## src/hdl/mahs_pkg.sv

```systemverilog
// Shared types, constants and helpers of the MPEG audio header synchronizer.
`timescale 1ns / 1ps
package mahs_pkg;

  // Sync pattern and header field codes.
  localparam logic [7:0] SYNC_BYTE      = 8'hFF;
  localparam logic [3:0] SYNC_NIBBLE    = 4'hF;
  localparam logic [3:0] BITRATE_FREE_BAD = 4'hF;
  localparam logic [1:0] RATE_RESERVED  = 2'd3;

  // Depth of the header queue between the parser and the result side.
  localparam int QUEUE_DEPTH = 4;
  localparam int QPTR_W      = $clog2(QUEUE_DEPTH);
  localparam int QCNT_W      = $clog2(QUEUE_DEPTH + 1);

  // Width of the lock key.
  localparam int KEY_W = 9;

  // The 20 header bits after the sync bits, MSB first.
  typedef struct packed {
    logic       version_bit;
    logic [1:0] layer_code;
    logic       no_crc;
    logic [3:0] bitrate_index;
    logic [1:0] rate_index;
    logic       padding_bit;
    logic       private_bit;
    logic [1:0] channel_mode;
    logic [1:0] mode_extension;
    logic       copyright_bit;
    logic       original_bit;
    logic [1:0] emphasis;
  } hdr_t;

  // One header word moving from the parser into the queue.
  typedef struct packed {
    logic valid;
    hdr_t hdr;
  } hdr_word_t;

  // Receive phases of the parser.
  typedef enum logic [5:0] {
    PH_HUNT_FF = 6'b000001,
    PH_HUNT_F  = 6'b000010,
    PH_HDR1    = 6'b000100,
    PH_HDR2    = 6'b001000,
    PH_CRC1    = 6'b010000,
    PH_CRC2    = 6'b100000
  } phase_t;

  // Fields that must stay the same from header to header once locked.
  function automatic logic [KEY_W-1:0] lock_key(input hdr_t h);
    lock_key = {h.version_bit, h.layer_code, h.no_crc, h.rate_index,
                h.channel_mode, h.original_bit};
  endfunction

endpackage

```

## src/hdl/mpeg_audio_header_sync.sv

```systemverilog
// Top level of the MPEG audio frame header synchronizer.
`timescale 1ns / 1ps
// Takes one stream byte per cycle, finds the 0xFF / 0xFx sync pattern, gathers the
// 20 header bits, drops headers with bitrate index 15, sample-rate index 3 or fields
// that differ from the first good header, skips the two CRC bytes when protection
// is on, and delivers one word of header fields per accepted header. A byte is
// taken every cycle while full is low; the parser reaches a decision within the
// cycle a byte arrives, and a finished header is readable on the next cycle.
// Results wait in a four-word queue, and full rises only while that queue is
// full, so the byte side keeps running while the reader pauses, until it fills.
module mpeg_audio_header_sync import mahs_pkg::*; (
  input  logic       clk,
  input  logic       rst,
  input  logic       push,
  output logic       full,
  input  logic [7:0] data_byte,
  output logic       empty,
  input  logic       pop,
  output logic       version_bit,
  output logic [1:0] layer_code,
  output logic       no_crc,
  output logic [3:0] bitrate_index,
  output logic [1:0] rate_index,
  output logic       padding_bit,
  output logic       private_bit,
  output logic [1:0] channel_mode,
  output logic [1:0] mode_extension,
  output logic       copyright_bit,
  output logic       original_bit,
  output logic [1:0] emphasis
);

  hdr_word_t enq;
  hdr_t      head;
  logic      q_full;
  logic      q_empty;

  mahs_front u_front (
    .clk        (clk),
    .rst        (rst),
    .byte_valid (push && !q_full),
    .byte_data  (data_byte),
    .enq        (enq)
  );

  mahs_queue u_queue (
    .clk      (clk),
    .rst      (rst),
    .enq      (enq),
    .deq      (pop),
    .head     (head),
    .is_empty (q_empty),
    .is_full  (q_full)
  );

  assign full  = q_full;
  assign empty = q_empty;

  // Unpack the oldest header onto the result ports.
  assign version_bit    = head.version_bit;
  assign layer_code     = head.layer_code;
  assign no_crc         = head.no_crc;
  assign bitrate_index  = head.bitrate_index;
  assign rate_index     = head.rate_index;
  assign padding_bit    = head.padding_bit;
  assign private_bit    = head.private_bit;
  assign channel_mode   = head.channel_mode;
  assign mode_extension = head.mode_extension;
  assign copyright_bit  = head.copyright_bit;
  assign original_bit   = head.original_bit;
  assign emphasis       = head.emphasis;

endmodule

```

## src/hdl/mahs_front.sv

```systemverilog
// Byte parser: sync hunt, header gathering, validity and lock checks, CRC skip.
`timescale 1ns / 1ps
module mahs_front import mahs_pkg::*; (
  input  logic      clk,
  input  logic      rst,
  input  logic      byte_valid,
  input  logic [7:0] byte_data,
  output hdr_word_t enq
);

  phase_t            phase;
  phase_t            phase_next;
  logic [19:0]       header_bits;
  logic [19:0]       header_bits_next;
  logic              lock_valid;
  logic              lock_valid_next;
  logic [KEY_W-1:0]  locked_fields;
  logic [KEY_W-1:0]  locked_fields_next;
  logic [19:0]       full_hdr;
  hdr_t              cand;
  logic              cand_bad;
  logic              cand_mismatch;

  // The header as it stands once its last byte arrives.
  assign full_hdr      = {header_bits[11:0], byte_data};
  assign cand          = hdr_t'(full_hdr);
  assign cand_bad      = (cand.bitrate_index == BITRATE_FREE_BAD) ||
                         (cand.rate_index == RATE_RESERVED);
  assign cand_mismatch = lock_valid && (lock_key(cand) != locked_fields);

  // Phase update for each accepted byte.
  always_comb begin
    phase_next         = phase;
    header_bits_next   = header_bits;
    lock_valid_next    = lock_valid;
    locked_fields_next = locked_fields;
    enq.valid          = 1'b0;
    enq.hdr            = hdr_t'(header_bits);
    if (byte_valid) begin
      case (phase)
        PH_HUNT_FF: begin
          phase_next = (byte_data == SYNC_BYTE) ? PH_HUNT_F : PH_HUNT_FF;
        end
        PH_HUNT_F: begin
          if (byte_data[7:4] == SYNC_NIBBLE) begin
            header_bits_next = {16'd0, byte_data[3:0]};
            phase_next       = PH_HDR1;
          end else begin
            phase_next = PH_HUNT_FF;
          end
        end
        PH_HDR1: begin
          header_bits_next = full_hdr;
          phase_next       = PH_HDR2;
        end
        PH_HDR2: begin
          header_bits_next = full_hdr;
          phase_next       = PH_HUNT_FF;
          if (!cand_bad && !cand_mismatch) begin
            if (!lock_valid) begin
              lock_valid_next    = 1'b1;
              locked_fields_next = lock_key(cand);
            end
            if (!cand.no_crc) begin
              phase_next = PH_CRC1;
            end else begin
              enq.valid = 1'b1;
              enq.hdr   = cand;
            end
          end
        end
        PH_CRC1: begin
          phase_next = PH_CRC2;
        end
        PH_CRC2: begin
          phase_next = PH_HUNT_FF;
          enq.valid  = 1'b1;
        end
        default: begin
          phase_next = PH_HUNT_FF;
        end
      endcase
    end
  end

  // State registers.
  always_ff @(posedge clk) begin
    if (rst) begin
      phase         <= PH_HUNT_FF;
      header_bits   <= '0;
      lock_valid    <= 1'b0;
      locked_fields <= '0;
    end else begin
      phase         <= phase_next;
      header_bits   <= header_bits_next;
      lock_valid    <= lock_valid_next;
      locked_fields <= locked_fields_next;
    end
  end

  // Every emitted header is valid and matches the lock.
  a_enq_matches_lock: assert property (@(posedge clk) disable iff (rst)
    enq.valid |-> lock_valid_next && (lock_key(enq.hdr) == locked_fields_next))
    else $error("emitted header does not match the lock");

  a_enq_fields_legal: assert property (@(posedge clk) disable iff (rst)
    enq.valid |-> (enq.hdr.bitrate_index != BITRATE_FREE_BAD) &&
                  (enq.hdr.rate_index != RATE_RESERVED))
    else $error("emitted header carries a reserved index");

  a_lock_holds: assert property (@(posedge clk) disable iff (rst)
    lock_valid |=> lock_valid && $stable(locked_fields))
    else $error("lock changed after it was taken");

  // The second CRC phase is entered from the first and may wait there while idle.
  a_crc_word_only_after_crc1: assert property (@(posedge clk) disable iff (rst)
    (phase == PH_CRC2) |-> ($past(phase) == PH_CRC1) || ($past(phase) == PH_CRC2))
    else $error("second CRC word reached without the first");

endmodule

```

## src/hdl/mahs_queue.sv

```systemverilog
// Short header queue between the parser and the result ports.
`timescale 1ns / 1ps
module mahs_queue import mahs_pkg::*; (
  input  logic      clk,
  input  logic      rst,
  input  hdr_word_t enq,
  input  logic      deq,
  output hdr_t      head,
  output logic      is_empty,
  output logic      is_full
);

  hdr_t              entries [QUEUE_DEPTH];
  logic [QPTR_W-1:0] wr_ptr;
  logic [QPTR_W-1:0] rd_ptr;
  logic [QCNT_W-1:0] count;
  logic              do_rd;

  assign is_empty = (count == '0);
  assign is_full  = (count == QCNT_W'(QUEUE_DEPTH));
  assign head     = entries[rd_ptr];
  assign do_rd    = deq && !is_empty;

  // Pointer and fill count update.
  always_ff @(posedge clk) begin
    if (rst) begin
      wr_ptr <= '0;
      rd_ptr <= '0;
      count  <= '0;
    end else begin
      if (enq.valid) begin
        wr_ptr <= (wr_ptr == QPTR_W'(QUEUE_DEPTH - 1)) ? '0 : wr_ptr + 1'b1;
      end
      if (do_rd) begin
        rd_ptr <= (rd_ptr == QPTR_W'(QUEUE_DEPTH - 1)) ? '0 : rd_ptr + 1'b1;
      end
      case ({enq.valid, do_rd})
        2'b10:   count <= count + 1'b1;
        2'b01:   count <= count - 1'b1;
        default: count <= count;
      endcase
    end
  end

  // Header storage.
  always_ff @(posedge clk) begin
    if (enq.valid) begin
      entries[wr_ptr] <= enq.hdr;
    end
  end

  a_no_overflow: assert property (@(posedge clk) disable iff (rst)
    enq.valid |-> !is_full || do_rd)
    else $error("header written into a full queue");

  a_count_bound: assert property (@(posedge clk) disable iff (rst)
    count <= QCNT_W'(QUEUE_DEPTH))
    else $error("queue fill count out of range");

endmodule
```

## config.mk

```make
export PLATFORM = sky130hd
export DESIGN_NAME = mpeg_audio_header_sync
export DESIGN_NICKNAME = d
export VERILOG_FILES = /design/src/hdl/mahs_pkg.sv /design/src/hdl/mpeg_audio_header_sync.sv /design/src/hdl/mahs_front.sv /design/src/hdl/mahs_queue.sv
export SDC_FILE = /design/constraint.sdc
export NUM_CORES = 1
export LEC_CHECK = 0
export ABC_AREA = 1
export BUFFER_PORTS_ARGS = -buffer_cell sky130_fd_sc_hd__buf_2
export CELL_PAD_IN_SITES_DETAIL_PLACEMENT = 1
export CELL_PAD_IN_SITES_GLOBAL_PLACEMENT = 2
export CORE_ASPECT_RATIO = 0.7
export CORE_UTILIZATION = 39
export DETAILED_ROUTE_END_ITERATION = 10
export PLACE_DENSITY = 0.86
export SLEW_MARGIN = 40
export SYNTH_ARGS = -nofsm -noshare
export SYNTH_HDL_FRONTEND = slang
export SYNTH_SLANG_ARGS = --single-unit
```

## constraint.sdc

```tcl
create_clock -name clk -period 3.7 [get_ports clk]
set_clock_uncertainty 0.1 [all_clocks]
set_input_delay 0.185 -clock clk [delete_from_list [all_inputs] [get_ports clk]]
set_output_delay 0.185 -clock clk [all_outputs]
set_load 0.005 [all_outputs]
```

Yosys cells after proc, flatten, opt, wreduce, memory -nomap -nowiden
Memories as Yosys holds them, arrays and structs flattened. A register that Yosys moved wholly into a read port is not among the register bits.
Cells that the tools add are included.
Widths: inputs -> output; s select.
{"block": "word_totals", "ff_bits": 43, "mem_bits_rw": 80, "input_bits": 12, "out_inout_bits": 22, "n_memories": 1}
{"name": "u_queue.entries", "depth": 4, "word_bits": 20, "read_ports": 1, "rd_clocked_by_memory_dff": 1, "write_ports": 1, "line": "mahs_queue.sv:13", "source": "hdr_t entries [QUEUE_DEPTH];"}
{"block": "classes", "n_addsub": 4, "n_eq_ne": 17, "mux": 19, "n_bitwise": 1, "reduce_logical": 16}
{"op": "$mux 21", "count": 3}
{"op": "$mux 20", "count": 2}
{"op": "$pmux 20 s2", "count": 1}
{"op": "$pmux 6 s5", "count": 1}
{"op": "$mux 2", "count": 5}
{"op": "$mux 5", "count": 2}
{"op": "$ne 9x9->1", "count": 1}
{"op": "$eq 2x2->1 const B", "count": 4}
{"op": "$eq 4x4->1 const B", "count": 2}
{"op": "$eq 8x8->1 const B", "count": 1}
{"op": "$eq 6x1->1 const B", "count": 1}
{"op": "$eq 6x2->1 const B", "count": 1}
{"op": "$eq 6x3->1 const B", "count": 1}
{"op": "$eq 6x4->1 const B", "count": 1}
{"op": "$eq 6x5->1 const B", "count": 1}
{"op": "$eq 6x6->1 const B", "count": 1}
{"op": "$pmux 3 s2", "count": 1}
{"op": "$reduce_and 3->1", "count": 2}
{"op": "$add 2x1->2 const B", "count": 2}
{"op": "$logic_and 1x1->1", "count": 4}
{"op": "$logic_not 1->1", "count": 4}
{"op": "$reduce_and 4->1", "count": 1}
{"op": "$reduce_bool 2->1", "count": 2}
{"op": "$add 3x1->3 const B", "count": 1}
{"op": "11 further kinds", "count": 12}

Logic depth before layout (Yosys ltp)
Gate-level depths: netlist of the first run.
{"block": "logic_depth", "ltp_word": 9, "ltp_mapped": 18, "ltp_nobuf": 17}

Modules after synthesis
Synthesis of the first run repeated with hierarchy kept, for this count alone.
{"block": "unflattened", "hier_cells": 555, "area_unflattened_um2": 5398.9}
{"mod": "mahs_queue", "instances": 1, "cells_each": 260, "area_each_um2": 3427.0, "seq_area_each_um2": 2582.5}
{"mod": "mahs_front", "instances": 1, "cells_each": 293, "area_each_um2": 1961.9, "seq_area_each_um2": 720.7}
{"mod": "mpeg_audio_header_sync", "instances": 1, "cells_each": 2, "area_each_um2": 10.0, "seq_area_each_um2": 0.0}

Least setup slack after synthesis of the first run
No wires, ideal clock.
{"block": "synth_timing", "path_kind": "reg2reg", "startpoint": "reg u_front.header_bits[11]", "endpoint": "mem u_queue.entries[0][0] in the netlist's numbering, enable pin", "setup_time_ns": 0.397, "arrival_ns": 2.070, "t_required_ns": 3.203, "setup_slack_ns": 1.133, "path_stages_with_launch": 11, "period_less_slack_ns": 2.567, "cell_sequence": "dfxtp_1 xnor2_1 nand2_1 nor2_1 nand3_1 nand2_2 nand3_2 buf_6 nand2_4 inv_2 nor2_1"}
{"block": "synth_via", "elab_chain_cells": 9}
{"item": "start: declaration", "line": "mahs_front.sv:13", "source": "logic [19:0] header_bits;"}
{"item": "start signal: assignment", "line": "mahs_front.sv:95", "source": "header_bits <= header_bits_next;"}
{"item": "$ne 9x9->1", "line": "mahs_front.sv:29", "source": "assign cand_mismatch = lock_valid && (lock_key(cand) != locked_fields);"}
{"item": "$logic_and 1x1->1", "line": "mahs_front.sv:29"}
{"item": "$logic_not 1->1", "line": "mahs_front.sv:59", "source": "if (!cand_bad && !cand_mismatch) begin"}
{"item": "$logic_and 1x1->1", "line": "mahs_front.sv:59"}
{"item": "$mux 21", "line": "mahs_front.sv:59"}
{"item": "$pmux 1 s2", "line": "mahs_front.sv:40", "source": "case (phase)"}
{"item": "$mux 21", "line": "mahs_front.sv:39", "source": "if (byte_valid) begin"}
{"item": "$mux 1", "line": "mahs_queue.sv:47", "source": "if (enq.valid) begin"}
{"item": "$mux 1 (implied by the code)", "line": "mahs_queue.sv:48", "source": "entries[wr_ptr] <= enq.hdr;"}
{"item": "end: declaration", "line": "mahs_queue.sv:13"}
Every way passes these cells.

Worst setup path in the final report of the first run
{"block": "layout_timing", "startpoint": "reg u_queue.count[0]", "endpoint": "reg u_queue.count[2]"}
{"block": "layout_via", "elab_chain_cells": 6, "elab_cells_between_ends": 13, "classes_between": "add/sub: 2; eq/ne: 3; mux: 2; reduce/logical: 6"}
{"item": "start: declaration", "line": "mahs_queue.sv:16", "source": "logic [QCNT_W-1:0] count;"}
{"item": "start signal: assignment", "line": "mahs_queue.sv:38", "source": "2'b10: count <= count + 1'b1;"}
{"item": "start signal: assignment", "line": "mahs_queue.sv:39", "source": "2'b01: count <= count - 1'b1;"}
{"item": "start signal: assignment", "line": "mahs_queue.sv:40", "source": "default: count <= count;"}
{"item": "$eq 3x3->1", "line": "mahs_queue.sv:20", "source": "assign is_full = (count == QCNT_W'(QUEUE_DEPTH));"}
{"item": "$logic_not 1->1", "line": "mpeg_audio_header_sync.sv:41", "source": ".byte_valid (push && !q_full),"}
{"item": "$logic_and 1x1->1", "line": "mpeg_audio_header_sync.sv:41"}
{"item": "$mux 21", "line": "mahs_front.sv:39"}
{"item": "$eq 2x1->1 or $eq 2x2->1 (tied branches)", "line": "mahs_queue.sv:37", "source": "case ({enq.valid, do_rd})"}
{"item": "$pmux 3 s2 or $reduce_bool 2->1 (tied branches)"}
Several ways; a longest one is shown, not always the timed one.
A chain may end at the register's enable or synchronous reset.

==> results.md, run 1 <==
- The flow ran to the end, and the final reports show no timing, DRC or antenna violations.
- After clock tree synthesis, the clock-pin slew on the worst setup and hold paths is 0.06 ns.
- The floorplan row count is 35.
- The share of layout cells above drive strength 1 is 16.6%.
- Compared with the post-synthesis result, the final layout area differs by 18.7%.
- The number of placed instances, taps included, is 749.
- The largest stage delay on the critical path is 0.43 ns.
- Synthesis inferred 125 register bits.
- The number of max-slew violations in the final report is 0.
- Max-cap violations in this run came to 0.
- The hold violation count in the final report is 0.
- The number of nets produced by synthesis is 569.
- The worst reg2reg path depth is 14.
- The worst setup path is launched from a register.
- Setup repair after global routing left no endpoint under its margin.
- The cell that appears most often on the critical path is inv_2.
- The critical path crosses 14 cells after its start point.
- The die is 143 microns wide.
- The data arrival time of the critical path is 2.81 ns.
- In this run the worst setup path terminates at u_queue.count[2].
- In the final timing run, aggregate negative setup slack is 0 ns.
- The final routed wire length divided by cell count is 17.4 microns.
- The count of boundary I/O pins is 34.
- The worst register-to-register path begins at u_queue.count[0].
- The post-CTS setup repair buffer count is 0.
- After clock tree synthesis, the repair step resized 0 gates.
- The clock root buffer is clkbuf_16.
- The clock passes through at most 2 buffers.
- After legalization and detailed placement, the total HPWL measured 8.64 mm.
- The fmax is 0.382 GHz.
- The worst max-slew margin expressed relative to the limit is 48.6%.
- The clock insertion delay at the later pin of the skew report is 0.41 ns.
- The number of setup violations in the final report is 0.
- Sequential elements use 60.8% of the synthesized area.
- The register-to-register path setup slack is 1.08 ns.
- The cell family contributing the most delay on the critical path is compound AO/OA/AOI/OAI gates.
- The last weighted congestion value of the routability-driven placer is 0.785.
- For this run, the detailed router's first-pass iteration total came to 4.
- In the final design database the tool counted 608 nets.
- The via count of the first global-routing pass is 4125.
- The core footprint is 13400 sq um.
- The worst voltage drop across the vdd grid is 393 uV.
- The filler cell count in the final layout is 1504.
- Hold repair after CTS inserted 6 buffers.
- The net switching power is 924 uW.
- Global routing finished with a remaining overflow of 0.
- The initial antenna violation count was 0.
- The worst path uses 70.8% of the clock period.
- The pre-CTS setup slack is 1.08 ns.
- The power share of the sequential group is 39.8%.
- The finished layout holds 787 standard cells, fillers aside.
- The routed layout has 3965 vias.
- Of the total power, combinational logic draws 10.9%.
- The summed instance area of the synthesized netlist is 5430 sq um.
- The design draws 3770 uW.
- The number of buffers inserted during clock tree synthesis is 17.
- For this configuration, the core starts out at a cell density of 40.7%.
- The die outline height is 101 microns.
- Ranked by total cell area, the synthesized netlist is headed by edfxtp_1, dfxtp_1, o21ai_0, nand2_1, nor2_1.
- The number of vias per cell after detailed routing is 5.04.
- The antenna diode instance count is 0.
- Wires add up to 13.7 mm.
- The detail route stage leaves a number of antenna-violating nets equal to 0.
- The leakage power total is 0.00252 uW.
- Among all stages on the critical path, the largest delay is contributed by fa_1.
- Dividing total power by cell area gives a power density of 585 nW/um^2.
- The proportion of total power due to net switching is 24.5%.
- The number of different library cells used by synthesis comes to 35.
- The number of warnings issued by yosys is 0.
- The quantity of I/O buffers inserted on ports is 33.
- The clock period could shrink to 2.62 ns.
- The share of total power dissipated in the clock network is 49.3%.
- Along the worst path, the maximum fanout reaches 9.
- The startpoint of the worst setup timing path is u_queue.count[0].
- The top cell type by area accounts for 44.2% of the synthesized area.
- By startpoint and endpoint, the worst setup path is classified as reg -> reg.
- CTS saw 125 sinks.
- The mean cell area of the mapped netlist is 9.88 sq um.
- TritonCTS built the clock tree.
- The H-tree was split into 4 levels.
- The slew at the pin closest to its max-slew limit is 0.770 ns.
- Cell internal power was estimated by the tool at 2850 uW.
- The remaining design rule violation count is 0.
- The overall fraction of global-route tracks in use is 20.8%.
- Once routing completed, OpenROAD measured the worst setup slack at 1.08 ns.
- The kind of path behind the tightest hold check is in -> reg.
- The area enclosed by the die boundary is 14400 sq um.
- The required time of the worst setup path is 3.89 ns.
- Measured on the finished design, the core utilization comes to 48.3%.
- The cell count after synthesis is 550.
- The critical path goes through inv_2 -> nand2_2 -> o21ai_4 -> inv_2 -> nand4_1 -> nand2_4 -> inv_2 -> ha_1 -> inv_1 -> fa_1 -> a21oi_1 -> o21ai_0 -> o21ai_0 -> a21oi_1.
- The global-route wire length before repair is 21.9 mm.
- The worst register-to-register path ends at u_queue.count[2].
- Together, buffers and inverters on the worst path number 4.
- The cell accounting for the most synthesized area is edfxtp_1.
- Entering global routing, the biggest net connects 42 pins.
- The worst setup path is captured at a register.
- For this block, the initial DRC count from the detailed router was 235.
-- synth_stat cells, drive strengths merged --
library cell,n
edfxtp,80
a21oi,31
ha,6
nor3,4
fa,1
nand3,24
o211a,1
nand2,84
nand4,5
xnor2,4
buf,8
nor2,84
nor4,1
dfxtp,45
clkbuf,18
o22ai,20
o21ai,74
inv,56
a211oi,1
xor2,2
a22oi,1
-- final cells by class --
| type | count | area [sq um] | area share [%] |
|---|---|---|---|
| clock inverters | 14 | 230 | 3.57 |
| inverters | 56 | 213 | 3.30 |
| multi-input cells | 343 | 1770 | 27.4 |
| clock buffers | 18 | 429 | 6.65 |
| repair buffers | 46 | 278 | 4.31 |
| flip-flops and latches | 125 | 3300 | 51.2 |
| well taps | 185 | 231 | 3.59 |
-- metal layers --
layer	vias up	part of all wire, %	global-route usage [%]
li1	1950	-	-
met1	1935	46	27.0
met2	71	49	34.7
met3	9	4.9	4.47
met4	0	0.68	6.53
met5	-	0	0
-- layout by cell type, fill, tap and decap left out, types with 5 or more instances in the layout --
master	count
a21oi_1	31
inv_1	50
o21ai_2	9
ha_1	6
buf_2	33
nand2_1	79
edfxtp_1	80
o22ai_1	20
inv_6	5
inv_2	5
o21ai_0	62
dfxtp_1	45
dlygate4sd3_1	6
buf_4	7
nand3_1	23
clkbuf_16	17
nor2_1	79
bufinv_16	5
-- power by group through the flow --
| stage | combinational [uW] | sequential, uW | clock, uW |
|---|---|---|---|
| after global routing | 467 | 1500 | 1950 |
| final | 413 | 1500 | 1860 |
| after global placement | 387 | 1530 | 0 |
| after CTS | 419 | 1500 | 1890 |
| after detailed placement | 407 | 1530 | 0 |
| after floorplan | 249 | 1530 | 0 |
-- cells by family (layout without fill, tap and decap cells) --
kind of cell | count (synthesis) | in the layout | share of synthesized area, %
and+or+nand+nor | 202 | 202 | 16.5
DFF | 125 | 125 | 60.8
adders and majority gates | 7 | 7 | 1.75
buffers and inverters | 82 | 134 | 6.72
AOI/OAI and AO/OA | 128 | 128 | 13.3
xor gates and xnor gates | 6 | 6 | 0.967
-- how the worst min path moves through the flow --
stage | endpoint | start | depth (start not counted)
global route | u_front.header_bits[6] | data_byte[6] | 3
finish | u_front.header_bits[7] | data_byte[7] | 3
floorplan | u_front.locked_fields[0] | data_byte[2] | 2
global placement | u_front.header_bits[15] | u_front.header_bits[15] | 2
CTS | u_front.locked_fields[1] | data_byte[6] | 3
detailed placement | u_front.header_bits[13] | u_front.header_bits[13] | 2
-- flip-flops by register name, indices dropped and copies added, names as in the netlist, named ones only --
signal	cells
u_queue.count	3
u_front.locked_fields	9
u_front.phase	6
u_queue.wr_ptr	2
u_queue.entries	80
u_queue.rd_ptr	2
u_front.lock_valid	1
u_front.header_bits	20
-- through the flow --
stage          hold slack (ns)  instance area (sq um)
4_1_cts                0.00689                   6450
3_3_place_gp             0.353                   5730
6_report                0.0187                   6450
2_1_floorplan            0.220                   5430
5_1_grt                 0.0339                   6450
3_5_place_dp             0.357                   5730
-- tightest hold or removal path, delay by kind of cell --
family	cells	cell delay, ns
buf+inv	1	0.15
simple gates	1	0.09
compound gates	1	0.05
Note: power is estimated with default switching activity, not from simulation.
==> run 2, diff against run 1 <==
--- a/config.mk
+++ b/config.mk
@@ -10,9 +10,9 @@
 export CELL_PAD_IN_SITES_DETAIL_PLACEMENT = 1
 export CELL_PAD_IN_SITES_GLOBAL_PLACEMENT = 2
 export CORE_ASPECT_RATIO = 0.7
-export CORE_UTILIZATION = 39
+export CORE_UTILIZATION = 35
 export DETAILED_ROUTE_END_ITERATION = 10
-export PLACE_DENSITY = 0.86
+export PLACE_DENSITY = 0.82
 export SLEW_MARGIN = 40
 export SYNTH_ARGS = -nofsm -noshare
 export SYNTH_HDL_FRONTEND = slang
==> constraint.sdc (replaced) <==
create_clock -name clk -period 2.1 [get_ports clk]
set_clock_uncertainty 0.1 [all_clocks]
set_input_delay 0.105 -clock clk [delete_from_list [all_inputs] [get_ports clk]]
set_output_delay 0.105 -clock clk [all_outputs]
set_load 0.005 [all_outputs]
==> run 2 against run 1 <==
Effect of this change:
- fmax rose by 23%
- critical path type unchanged
- global-route usage shrank 1.9 points
- power up 71%
- die area is 11% higher
- clock power increased by 61%
- the flow now finishes with violations (setup timing)
- cell area is 12% higher
==> results.md, run 2 (synthesized netlist as in run 1, its figures left out) <==
- Clock tree synthesis selected as its root buffer the cell clkbuf_16.
- The worst reg2reg path depth is 14 (unchanged).
- The worst setup path is launched from a register.
- In this run the critical register-to-register path is launched from u_queue.count[1].
- The filler cell count in the final layout is 1641 (+9.1%).
- The overall fraction of global-route tracks in use is 18.9% (-1.9 points).
- The fmax is 0.468 GHz (+23%).
- The final reports fail on setup timing.
- The initial antenna violation count is 0 (unchanged).
- The first-pass iteration count of the detailed router is 4 (unchanged).
- The leakage power total came to 0.00286 uW (+14%).
- The power per cell area is 899 nW/um^2 (+54%).
- The number of vias per cell after detailed routing is 4.91 (-2.4%).
- The hold-critical path depth is 4 (+1).
- The worst max-slew margin expressed relative to the limit came to 60.9% (+12 points).
- The library cell used most frequently in the layout, excluding fill and tap cells, is edfxtp_1.
- The endpoint of the worst register-to-register path is u_queue.count[2].
- The number of nets in the finished design is 668 (+9.9%).
- The reported max-cap violation count is 0 (unchanged).
- The last weighted congestion value of the routability-driven placer is 0.767 (-2.4%).
- The sum of net half-perimeters after detailed placement is 9.45 mm (+9.4%).
- The worst setup path is of the reg -> reg kind.
- The remaining antenna violation count after routing came to 0 (unchanged).
- The type of destination of the critical path is a register.
- The count of boundary I/O pins is 34 (unchanged).
- The maximum number of buffers from clock root to sink is 2 (unchanged).
- The clock sink count is 125 (unchanged).
- The maximum level of the CTS H-tree is 4 (unchanged).
- The final worst-path setup slack is -0.0367 ns (-1.12 ns).
- The clock transition at the registers of the reported paths is 0.06 ns (about the same).
- The power consumption came to 6470 uW (+71%).
- The largest registers in the layout are u_queue.entries x80, u_front.header_bits x20, u_front.locked_fields x9.
- The quantity of I/O buffers inserted on ports is 33 (unchanged).
- The number of flip-flops in the largest register was 80 (unchanged).
- TritonCTS built the clock tree.
- The required time of the worst setup path is 2.31 ns (-1.58 ns).
- The highest fanout seen on the critical path is 4 (-5).
- The data arrival time of the critical path was 2.34 ns (-0.47 ns).
- The sum of routed wire length over all layers is 15.3 mm (+11%).
- The core footprint is 14900 sq um (+12%).
- The run finished, with violations left.
- The clock period minus worst slack is 2.14 ns (-0.483 ns).
- The area enclosed by the die boundary is 16000 sq um (+11%).
- The share of layout cells above drive strength 1 is 28.7% (+12 points).
- Setup repair after global routing could not meet its margin everywhere.
- The overflow left after global routing is 0 (unchanged).
- The floorplan row count came to 37 (+5.7%).
- The effective utilization at floorplan is 36.5% (-4.2 points).
- The antenna diode instance count was 0 (unchanged).
- The number of design-rule violations left by the first detailed-router iteration came to 203 (-14%).
- The final period utilization came to 102% (+31 points).
- The final routed wire length divided by cell count is 17.8 microns (+2.1%).
- The register with the most flip-flops in the final layout is u_queue.entries.
- The largest net degree at the start of global routing came to 41 (-2.4%).
- The number of setup violations in the final report was 25 (+25).
- Compared with the post-synthesis result, the final layout area differs by 32.4%.
- The die outline height is 106 microns (+5.4%).
- The worst voltage drop across the vdd grid came to 541 uV (+38%).
- The startpoint of the worst setup timing path is u_queue.count[1].
- The via count of the first global-routing pass is 4180 (+1.3%).
- The global-route wire length before repair is 22.2 mm (+1.4%).
- The remaining design rule violation count is 0 (unchanged).
- The via total after detailed routing is 4212 (+6.2%).
- The number of buffers inserted during clock tree synthesis is 17 (unchanged).
- The slew at the pin closest to its max-slew limit is 0.581 ns (-0.189 ns).
- The kind of path behind the tightest hold check is in -> reg.
- The hold violation count in the final report is 0 (unchanged).
- The register-to-register path setup slack came to -0.04 ns (-1.12 ns).
- The pre-CTS setup slack is -0.195 ns (-1.27 ns).
- In the layout the commonest cells are edfxtp_1, nand2_1, nor2_1, o21ai_0, buf_4.
- The most critical setup path has its endpoint at u_queue.count[2].
- The number of max-slew violations in the final report is 0 (unchanged).
- The floorplan die width is 151 microns (+5.5%).
- The clock insertion delay at the later pin of the skew report was 0.42 ns (about the same).
-- run 2: cell types whose count changed in the layout (fill, tap and decap cells not counted), moves of 5 or more --
cell,change
buf_12,+5
buf_4,+43
clkbuf_16,+5
dfxtp_1,-10
dfxtp_2,+10
nor2_4,+5
o21ai_0,-9
o21ai_1,+5
-- run 2: critical path: stages (launching register included) --
cell	delay (ns)
dfxtp_2	0.32
inv_2	0.08
nand2_4	0.07
o21ai_4	0.21
inv_2	0.06
nand4_1	0.13
nand2_4	0.07
clkinv_4	0.05
ha_4	0.14
inv_4	0.04
fa_2	0.36
a21oi_2	0.12
o21ai_1	0.09
o21ai_1	0.13
a21oi_1	0.05
-- run 2: cell type report --
| cell class | count | area, sq um | area share [%] |
|---|---|---|---|
| Multi-Input combinational cell | 343 | 1910 | 26.6 |
| Inverter | 56 | 220 | 3.06 |
| Clock inverter | 15 | 176 | 2.45 |
| Timing Repair Buffer | 106 | 901 | 12.5 |
| Tap cell | 195 | 244 | 3.39 |
| Sequential cell | 125 | 3320 | 46.1 |
| Clock buffer | 17 | 425 | 5.91 |
-- run 2: metrics by stage --
stage | instances | hold slack [ns] | area [sq um] | utilization, % | setup TNS, ns
2_1_floorplan | 550 | 0.140 | 5490 | - | -12.55
3_3_place_gp | 804 | 0.291 | 6170 | 41.4 | -1.48
3_5_place_dp | 804 | 0.296 | 6170 | 41.4 | -2.75
4_1_cts | 846 | 0.000831 | 6930 | 46.5 | -0.0348
5_1_grt | 857 | 0.0235 | 7200 | 48.3 | -5.36
6_report | 857 | 0.0127 | 7200 | 48.3 | -0.317
-- run 2: how the worst min path moves through the flow --
stage                 startpoint  slack (ns)                  endpoint
floorplan           data_byte[2]        0.14  u_front.locked_fields[0]
global placement    data_byte[0]        0.29    u_front.header_bits[0]
detailed placement  data_byte[3]        0.30    u_front.header_bits[3]
CTS                 data_byte[2]      0.0008    u_front.header_bits[2]
global route                 rst        0.02  u_front.locked_fields[6]
finish                       rst        0.01  u_front.locked_fields[6]
-- run 2: repair_timing --
| item | CTS | global route |
|---|---|---|
| buffers inserted | 1 | 3 |
| pin swaps | 10 | 5 |
| gates cloned | 0 | 9 |
| setup endpoints to repair | 98 | 110 |
| endpoints found under the hold margin | 9 | 0 |
| hold buffers | 9 | 0 |
| resized for setup | 18 | 23 |
-- run 2: power by group --
group	internal [uW]	leakage [uW]	switching, uW
Sequential	2620	0.00116	27.7
Combinational	336	0.00141	491
Clock	1790	0.000290	1200
Total	4750	0.00286	1720
-- run 2: layer usage --
layer | GRT usage (%) | part of all wire (%) | vias to the layer above
met5 | 0 | 0 | -
met4 | 6.50 | 1.7 | 0
met3 | 4.64 | 2.9 | 18
met2 | 30.7 | 49 | 61
met1 | 24.6 | 46 | 2058
li1 | - | - | 2075
==> run 3, diff against run 2 <==
--- a/config.mk
+++ b/config.mk
@@ -10,9 +10,10 @@
 export CELL_PAD_IN_SITES_DETAIL_PLACEMENT = 1
 export CELL_PAD_IN_SITES_GLOBAL_PLACEMENT = 2
 export CORE_ASPECT_RATIO = 0.7
-export CORE_UTILIZATION = 35
+export CORE_UTILIZATION = 39
 export DETAILED_ROUTE_END_ITERATION = 10
-export PLACE_DENSITY = 0.82
+export GPL_TIMING_DRIVEN = 0
+export PLACE_DENSITY = 0.86
 export SLEW_MARGIN = 40
 export SYNTH_ARGS = -nofsm -noshare
 export SYNTH_HDL_FRONTEND = slang
==> constraint.sdc (replaced) <==
create_clock -name clk -period 2 [get_ports clk]
set_clock_uncertainty 0.1 [all_clocks]
set_input_delay 0.1 -clock clk [delete_from_list [all_inputs] [get_ports clk]]
set_output_delay 0.1 -clock clk [all_outputs]
set_load 0.005 [all_outputs]
==> run 3 against run 2 <==
Effect of this change:
- global-route usage rose by 5.6 points
- the run still ends with setup timing left
- final cell count rose by 0.35%
- first-iteration DRC count rose by 35%
- worst hold slack improved by 0.010 ns
- critical path type unchanged
==> results.md, run 3 (synthesized netlist as in run 1, its figures left out) <==
- The fmax is 0.426 GHz (-9.1%).
- The sequential cell area is 3330 sq um (+0.30%).
- The sum of routed wire length over all layers was 17.2 mm (+13%).
- The hold-critical path depth is 4 (unchanged).
- The data arrival time of the critical path is 2.56 ns (+0.22 ns).
- The remaining design rule violation count is 0 (unchanged).
- The required time of the worst setup path came to 2.21 ns (-0.10 ns).
- The clock transition at the registers of the reported paths came to 0.06 ns (about the same).
- The power per cell area came to 939 nW/um^2 (+4.5%).
- The source of the worst hold timing path is pop.
- The number of design-rule violations left by the first detailed-router iteration is 274 (+35%).
- The clock root buffer is clkbuf_16.
- The largest net degree at the start of global routing is 17 (-59%).
- The final period utilization was 117% (+16 points).
- The register-to-register path setup slack is -0.35 ns (-0.31 ns).
- The worst setup path is of the reg -> reg kind.
- The kind of path behind the tightest hold check is in -> reg.
- The share of layout cells above drive strength 1 is 31.0% (+2.3 points).
- The met3 demand-to-capacity share in global routing came to 4.13% (-0.50 points).
- The flow ran to the end, but the final reports show violations.
- The path with the worst hold slack has its endpoint at u_queue.rd_ptr[1].
- The maximum level of the CTS H-tree is 4 (unchanged).
- The remaining antenna violation count after routing is 0 (unchanged).
- The worst max-slew margin expressed relative to the limit was 57.2% (-3.7 points).
- The worst register-to-register path begins at u_queue.count[0].
- The final reports fail on setup timing.
- The filler cell count in the final layout is 1468 (-11%).
- The area enclosed by the die boundary was 14400 sq um (-10%).
- The last weighted congestion value of the routability-driven placer is 0.757 (-1.2%).
- The via total after detailed routing came to 4476 (+6.3%).
- In the layout the commonest cells are edfxtp_1, nand2_1, nor2_1, o21ai_0, inv_1.
- The overall fraction of global-route tracks in use is 24.5% (+5.6 points).
- The power consumption was 6860 uW (+6.1%).
- The library cell used most frequently in the layout, excluding fill and tap cells, is edfxtp_1.
- The clock sink count was 125 (unchanged).
- The number of flip-flops in the largest register is 80 (unchanged).
- The area growth from synthesis to layout is 34.4%.
- The reported max-cap violation count is 0 (unchanged).
- The pre-CTS setup slack came to -0.583 ns (-0.388 ns).
- The sum of net half-perimeters after detailed placement is 9.66 mm (+2.2%).
- The maximum number of buffers from clock root to sink came to 2 (unchanged).
- The floorplan row count was 35 (-5.4%).
- The leakage power total is 0.00287 uW (+0.47%).
- The number of nets in the finished design came to 680 (+1.8%).
- The clock insertion delay at the later pin of the skew report is 0.42 ns (about the same).
- The clock period minus worst slack came to 2.35 ns (+0.213 ns).
- The accumulated negative setup slack is -20.33 ns (-20.02 ns).
- Setup repair after global routing could not meet its margin everywhere.
- The overflow left after global routing is 0 (unchanged).
- The count of boundary I/O pins is 34 (unchanged).
- The type of destination of the critical path is a register.
- The utilization after layout was 54.7% (+6.4 points).
- The core footprint came to 13400 sq um (-10%).
- The hold violation count in the final report is 0 (unchanged).
- The first-pass iteration count of the detailed router came to 5 (+1).
- The met2 layer usage reported by global route is 40.9% (+10 points).
- The endpoint identified for the worst register-to-register timing path is u_queue.count[2].
- The via count of the first global-routing pass is 4716 (+13%).
- The floorplan die width came to 143 microns (-5.2%).
- The slew at the pin closest to its max-slew limit is 0.642 ns (+0.0613 ns).
- The global-route wire length before repair is 25.5 mm (+15%).
- The final routed wire length divided by cell count is 20.0 microns (+12%).
- The final worst-path setup slack is -0.350 ns (-0.313 ns).
- The initial antenna violation count is 1 (+1).
- In the final layout, the registers with the most flip-flops are u_queue.entries x80, u_front.header_bits x20, u_front.locked_fields x9.
- The peak-usage layer in the global routing report is met2.
- The type of origin of the critical path is a register.
- The worst voltage drop across the vdd grid is 630 uV (+17%).
- The number of setup violations in the final report is 127 (+410%).
- The CTS tree is done.
- The largest register by flop count is u_queue.entries.
- The met1 track demand over resource is 31.8% (+7.2 points).
- The quantity of I/O buffers inserted on ports came to 33 (unchanged).
- The worst reg2reg path depth came to 14 (unchanged).
- The area occupied by multi-input gates is 1990 sq um (+4.1%).
- The number of vias per cell after detailed routing was 5.20 (+5.9%).
- The number of buffers inserted during clock tree synthesis is 17 (unchanged).
- The highest fanout seen on the critical path is 6 (+2).
- The number of max-slew violations in the final report is 0 (unchanged).
- The die outline height is 101 microns (-5.2%).
- The effective utilization at floorplan is 40.7% (+4.2 points).
run 3: report_power, final:
part / switching (uW) / internal (uW) / total [uW]
combinational: 563 / 357 / 920
sequential: 40.2 / 2750 / 2790
clock: 1190 / 1960 / 3150
total: 1800 / 5070 / 6860
run 3: worst max-delay path: stages (launching register included):
cell     delay, ns
dfxtp_2       0.34
inv_2         0.08
nand2_4       0.07
o21ai_4       0.24
inv_4         0.06
nand4_1       0.25
nand2_8       0.10
inv_12        0.08
ha_4          0.13
inv_4         0.03
fa_2          0.35
a21oi_2       0.14
o21ai_2       0.08
o21ai_1       0.13
a21oi_1       0.05
run 3: area by class of cell:
| type | count | share of cell area (%) |
|---|---|---|
| buffer | 26 | 2.50 |
| clock buffer | 18 | 5.87 |
| antenna | 1 | 0.0343 |
| inverter | 56 | 3.15 |
| multi-input combinational | 347 | 27.2 |
| sequential | 125 | 45.5 |
| clock inverter | 14 | 2.28 |
| timing repair buffer | 88 | 10.2 |
| tap | 185 | 3.17 |
run 3: worst max path at each step:
| stage | startpoint | end | slack [ns] | cells after the start |
|---|---|---|---|---|
| floorplan | u_queue.count[0] | u_queue.count[2] | -0.26 | 14 |
| global placement | u_front.header_bits[3] | u_queue.entries[3][11] | -0.53 | 12 |
| detailed placement | u_front.header_bits[5] | u_queue.count[2] | -0.58 | 14 |
| CTS | u_front.header_bits[2] | u_queue.count[2] | -0.33 | 16 |
| global route | u_queue.count[0] | u_queue.count[2] | -0.42 | 14 |
| finish | u_queue.count[0] | u_queue.count[2] | -0.35 | 14 |
run 3: layer usage:
metal  part of all wire (%)  vias up
li1                       -     2098
met1                     44     2250
met2                     50      107
met3                    4.1       21
met4                    1.6        0
met5                      0        -
run 3: through the flow:
stage / std cells / area [sq um] / hold WS, ns
floorplan: 550 / 5520 / 0.135
detailed placement: 768 / 5920 / 0.306
CTS: 854 / 7150 / 0.0232
global placement: 768 / 5920 / 0.284
finish: 860 / 7310 / 0.0227
global route: 860 / 7310 / 0.0721
run 3: timing repair:
action	CTS	global route
hold buffers	10	0
gates resized for setup	65	27
cloned	4	1
pin swaps	19	3
endpoints found under the hold margin	14	0
setup endpoints to repair	139	172
setup buffers	40	4
